==> src/design/snaw_pkg.sv <==
// Shared definitions for the strided N-D address walker.
// Register indexes, default sizes and the cell control bundle. No dependencies.
package snaw_pkg;

  localparam int DEF_MAX_DIMS  = 4;
  localparam int DEF_DIM_BITS  = 16;
  localparam int DEF_ADDR_BITS = 32;

  localparam int CFG_IDX_BITS  = 3;
  localparam int CFG_DATA_BITS = 64;
  localparam int PACK_BITS     = 64;   // packed size/stride registers
  localparam int WORD_BITS     = 32;   // bases, addresses out, index
  localparam int NDIM_BITS     = 3;    // num_dims register
  localparam int NDIM_EFF_BITS = 4;    // saturated dim count, holds up to 15

  typedef enum logic [CFG_IDX_BITS-1:0] {
    CFG_NUM_DIMS  = 3'd0,
    CFG_DIM_SIZES = 3'd1,
    CFG_A_STRIDES = 3'd2,
    CFG_B_STRIDES = 3'd3,
    CFG_A_BASE    = 3'd4,
    CFG_B_BASE    = 3'd5
  } cfg_reg_t;

  // Per-tick control broadcast to every dimension cell.
  typedef struct packed {
    logic start;    // tick reloads counters from zero
    logic advance;  // tick produces a result and steps the odometer
  } snaw_ctl_t;

endpackage

==> src/design/snaw_cell.sv <==
// One dimension cell: counter digit, carry link and precomputed address step.
// Depends on snaw_pkg for the control bundle.
module snaw_cell #(
  parameter int DIM_BITS  = snaw_pkg::DEF_DIM_BITS,
  parameter int ADDR_BITS = snaw_pkg::DEF_ADDR_BITS
) (
  input  logic                  clk,
  input  logic                  rst,
  input  snaw_pkg::snaw_ctl_t   ctl,
  input  logic                  in_use,
  input  logic [DIM_BITS-1:0]   size,
  input  logic [DIM_BITS-1:0]   a_stride,
  input  logic [DIM_BITS-1:0]   b_stride,
  input  logic                  carry_in,
  output logic                  carry_out,
  output logic                  inc,
  input  logic [ADDR_BITS-1:0]  sfx_a_in,
  input  logic [ADDR_BITS-1:0]  sfx_b_in,
  output logic [ADDR_BITS-1:0]  sfx_a_out,
  output logic [ADDR_BITS-1:0]  sfx_b_out,
  output logic [ADDR_BITS-1:0]  delta_a,
  output logic [ADDR_BITS-1:0]  delta_b
);
  import snaw_pkg::*;

  logic [DIM_BITS-1:0]   cnt;
  logic [DIM_BITS-1:0]   cnt_next;
  logic [DIM_BITS-1:0]   cnt_cur;
  logic                  wrap;
  logic [DIM_BITS-1:0]   size_m1;
  logic [2*DIM_BITS-1:0] prod_a;
  logic [2*DIM_BITS-1:0] prod_b;
  logic [ADDR_BITS-1:0]  rew_a;
  logic [ADDR_BITS-1:0]  rew_b;

  assign cnt_cur   = ctl.start ? '0 : cnt;
  assign wrap      = ({1'b0, cnt_cur} + (DIM_BITS+1)'(1)) >= {1'b0, size};
  assign carry_out = in_use ? (carry_in & wrap) : carry_in;
  assign inc       = in_use & carry_in & ~wrap;

  always_comb begin
    cnt_next = cnt_cur;
    if (in_use && carry_in) begin
      cnt_next = wrap ? '0 : cnt_cur + DIM_BITS'(1);
    end
  end

  always_ff @(posedge clk) begin
    if (rst) begin
      cnt <= '0;
    end else if (ctl.advance) begin
      cnt <= cnt_next;
    end
  end

  // Rewind of this digit: (size-1)*stride. Suffix sums of inner rewinds
  // ripple outward one cell per cycle; the step taken when this digit
  // increments is its stride minus the rewinds of all inner digits.
  assign size_m1 = size - DIM_BITS'(1);
  assign prod_a  = {{DIM_BITS{1'b0}}, size_m1} * {{DIM_BITS{1'b0}}, a_stride};
  assign prod_b  = {{DIM_BITS{1'b0}}, size_m1} * {{DIM_BITS{1'b0}}, b_stride};

  always_ff @(posedge clk) begin
    rew_a     <= in_use ? ADDR_BITS'(prod_a) : '0;
    rew_b     <= in_use ? ADDR_BITS'(prod_b) : '0;
    sfx_a_out <= sfx_a_in + rew_a;
    sfx_b_out <= sfx_b_in + rew_b;
    delta_a   <= ADDR_BITS'(a_stride) - sfx_a_in;
    delta_b   <= ADDR_BITS'(b_stride) - sfx_b_in;
  end

endmodule

==> config.mk <==
export PLATFORM = sky130hd
export DESIGN_NAME = snaw_cell
export DESIGN_NICKNAME = d
export VERILOG_FILES = /design/src/design/snaw_pkg.sv /design/src/design/snaw_cell.sv
export SDC_FILE = /design/constraint.sdc
export NUM_CORES = 2
export LEC_CHECK = 0
export BUFFER_PORTS_ARGS = -buffer_cell sky130_fd_sc_hd__buf_2
export CORE_MARGIN = 3
export CORE_UTILIZATION = 30
export DETAILED_ROUTE_END_ITERATION = 8
export GPL_TIMING_DRIVEN = 0
export MAX_ROUTING_LAYER = met4
export REMOVE_ABC_BUFFERS = 1
export SYNTH_ARGS = -nofsm -noshare
export SYNTH_HDL_FRONTEND = slang
export SYNTH_SLANG_ARGS = --single-unit
==> constraint.sdc <==
create_clock -name clk -period 17.05 [get_ports clk]
set_input_delay 0.8525 -clock clk [delete_from_list [all_inputs] [get_ports clk]]
set_output_delay 0.8525 -clock clk [all_outputs]
set_load 0.02 [all_outputs]
==> results.sh <==
export IMPL_gr_total_overflow=0
export IMPL_synth_top_cell_area_share_pct=28.20
export IMPL_max_clock_path_buffers=3
export IMPL_start_util_pct=30.31
export IMPL_power_share_switching_pct=48.86
export IMPL_nNetsFinal=4216
export IMPL_intPower_w=0.003415
export IMPL_seq_power_share_pct=10.7
export IMPL_syn_area_um2=27830
export IMPL_grt_max_degree=74
export IMPL_ir_drop_uv=215.5
export IMPL_antenna_left=0
export IMPL_syn_area_per_cell_um2=8.756
export IMPL_hpwl_um=56580
export IMPL_wire_per_inst_um=15.25
export IMPL_end_kind="flip-flop"
export IMPL_wl_um=71100
export IMPL_crit_type="primary input to flip-flop"
export IMPL_grt_pass1_wl_um=116700
export IMPL_clkTransAtPathRegs_ns=0.06
export IMPL_grt_pass1_vias=21867
export IMPL_cts_resized=0
export IMPL_fp_row_count=111
export IMPL_postSynthCellCount=3178
export IMPL_crit_slowest_cell="clkinv_1"
export IMPL_synth_seq_cells=208
export IMPL_setup_viol_count_final=0
export IMPL_max_stage_delay_ns=0.92
export IMPL_finalCritPeriodShare_pct=57.82
export IMPL_dieArea_um2=96450
export IMPL_rsz0062_at_grt="false"
export IMPL_cts_root_buffer="clkbuf_16"
export IMPL_port_buffers=247
export IMPL_power_density_nw_per_um2=209.7
export IMPL_dr_wl_met2_um=33020
export IMPL_tritoncts="yes"
export IMPL_antenna_found_initial=12
export IMPL_crit_required_ns=17.57
export IMPL_clock_skew_ns=0.02028
export IMPL_holdWs_ns=0.4681
export IMPL_hp_class="flip-flop to flip-flop"
export IMPL_start_kind="primary input"
export IMPL_clock_sinks=208
export IMPL_die_w_um=310.6
export IMPL_via_per_inst=4.627
export IMPL_synth_warnings=0
export IMPL_slew_violations=0
export IMPL_relSlewSlack_pct=28.19
export IMPL_drt_initial_drc_count=1091
export IMPL_clk_latency_ns=0.59
export IMPL_dieHeight_um=310.6
export IMPL_drtPass1Iterations=5
export IMPL_synthTopCellsByArea="fa_1 28%, dfxtp_1 15%, ha_1 14%, inv_1 7.6%, and2_1 5.4%"
export IMPL_min_period_ns=9.858
export IMPL_combPwrFrac_pct=79.8
export IMPL_yosysUniqueCellTypes=70
export IMPL_cts_buffers=29
export IMPL_p_leak_nw=15.98
export IMPL_routabilityCongestion=0.8547
export IMPL_status="completed"
export IMPL_num_vias=21576
export IMPL_worstPathMaxFanout=27
export IMPL_crit_top_cell="fa_1"
export IMPL_drc=0
export IMPL_p_clk_share_pct=9.4
export IMPL_gr_usage_all_layers_pct=15.24
export IMPL_postCtsHoldBufs=0
export IMPL_cts_htree_levels=1
export IMPL_power_switching_w=0.003263
export IMPL_drive_gt1_share_pct=10.68
export IMPL_wl_met1_um=32900
export IMPL_core_area_um2=91800
export IMPL_tightest_slew_ns=1.077
export IMPL_tns_ns=0
export IMPL_wl_met3_um=3717
export IMPL_max_freq_mhz=101.4
export IMPL_ys_flop_type="dfxtp_1"
export IMPL_synth_edf_count=0
export IMPL_top_layer="met4"
export IMPL_drv_cap=0
export IMPL_yosysSeqAreaShare_pct=14.96
export IMPL_postCtsSetupBuffers=0
export IMPL_area_growth_pct=14.41
export IMPL_async_flop_share_pct=0
export IMPL_finalHoldViolCount=0
export IMPL_synth_area_leader_cell="fa_1"
export IMPL_crit_arrival_ns=10.38
export IMPL_pin_count=248
[power by group through the flow]
stage	logic (W)	registers, W	clock network [W]
after floorplan	0.00405	0.000848	0
after global placement	0.00527	0.000730	0
after detailed placement	0.00533	0.000730	0
after CTS	0.00538	0.000720	0.000659
after global routing	0.00616	0.000731	0.000675
final	0.00533	0.000717	0.000630
[Yosys cell counts, types with 4 or more instances]
cell type and n:
a21o_1 60, nand2_1 356, o21a_1 20, or2_2 7, clkbuf_1 98, and3b_1 5
nand2b_1 36, a21boi_0 14, nor3_1 33, nor2_1 136, ha_1 320, mux2i_1 5
a22o_1 11, a311oi_1 4, fa_1 392, o21ai_0 75, inv_1 560, a21oi_1 118
xnor2_1 108, xor2_1 63, o211ai_1 13, or3_1 23, nand3b_1 6, o21bai_1 17
and3_1 26, nand3_1 36, a31oi_1 15, a211oi_1 13, nand4_1 15, o311ai_0 6
dfxtp_1 208, nor2b_1 57, nor3b_1 5, nor4_1 6, and2_1 242, a31o_2 4
a221oi_1 6, o31ai_1 10
[logic make-up after synthesis]
logic type                 Yosys count  synth area share, %
DFF                                208                14.96
buffers and inverters              659                8.889
and+or+nand+nor                   1006                18.21
xor gates and xnor gates           171                5.382
AOI/OAI and AO/OA                  416                9.748
adders and majority gates          712                42.59
muxes                                6               0.2203
[cells in the final DEF (no fill, tap or decap), types with 75 or more instances in the layout]
master,Yosys,final
o21ai_0,75,75
fa_1,392,392
xnor2_1,108,93
nor2_1,136,136
a21oi_1,118,118
buf_2,0,247
dfxtp_1,208,208
ha_1,320,319
and2_1,242,242
inv_1,560,560
nand2_1,356,356
[worst max-delay path: cells and delay by family]
family / cells / cell delay [ns]
buffers and inverters: 6 / 1.95
XOR/XNOR: 1 / 0.18
multiplexers: 1 / 0.21
AND/OR/NAND/NOR: 7 / 1.19
adder cells (fa/ha/maj): 8 / 3.93
AO/OA/AOI/OAI: 6 / 1.99
[per-stage QoR]
step	cells	area [µm²]	util [%]	power [W]	setup slack, ns
2_1_floorplan	3080	27460	-	0.004896	8.385
3_3_place_gp	4570	30250	32.95	0.006000	4.124
3_5_place_dp	4597	30800	33.55	0.006063	6.507
4_1_cts	4650	31790	34.63	0.006756	7.116
5_1_grt	4662	31840	34.68	0.007567	6.679
6_report	4663	31840	34.68	0.006678	7.192
[registers in the layout, indices dropped and copies added, names as in the netlist]
register and count:
sfx_a_out 32, rew_b 32, delta_b 32, delta_a 32
rew_a 32, cnt 16, sfx_b_out 32
[cell type report]
type	instances	area [µm²]
diodes	12	30.03
well taps	1243	1555
fillers	9518	59960
flip-flops and latches	208	4164
clock buffers	38	829.5
inverters	561	2106
clock inverters	15	163.9
multi-input cells	2311	21320
repair buffers	275	1667
[metal layers]
metal | global-route usage, % | vias to the layer above
li1 | - | 10503
met5 | - | -
met2 | 24.62 | 374
met4 | 3.564 | 0
met3 | 2.434 | 78
met1 | 20.07 | 10621
[worst paths after layout]
path                                     startpoint               endpoint  slack, ns  cells past startpoint
worst max-delay path                        size[0]   rew_a[30]$_SDFF_PN0_       7.19                     29
worst min-delay path            rew_a[0]$_SDFF_PN0_   sfx_a_out[0]$_DFF_P_       0.47                      1
worst max register to register  rew_a[0]$_SDFF_PN0_  sfx_a_out[28]$_DFF_P_      13.18                     12
worst min register to register  rew_a[0]$_SDFF_PN0_   sfx_a_out[0]$_DFF_P_       0.47                      1
No activity file was read; power rests on OpenSTA's default activity.
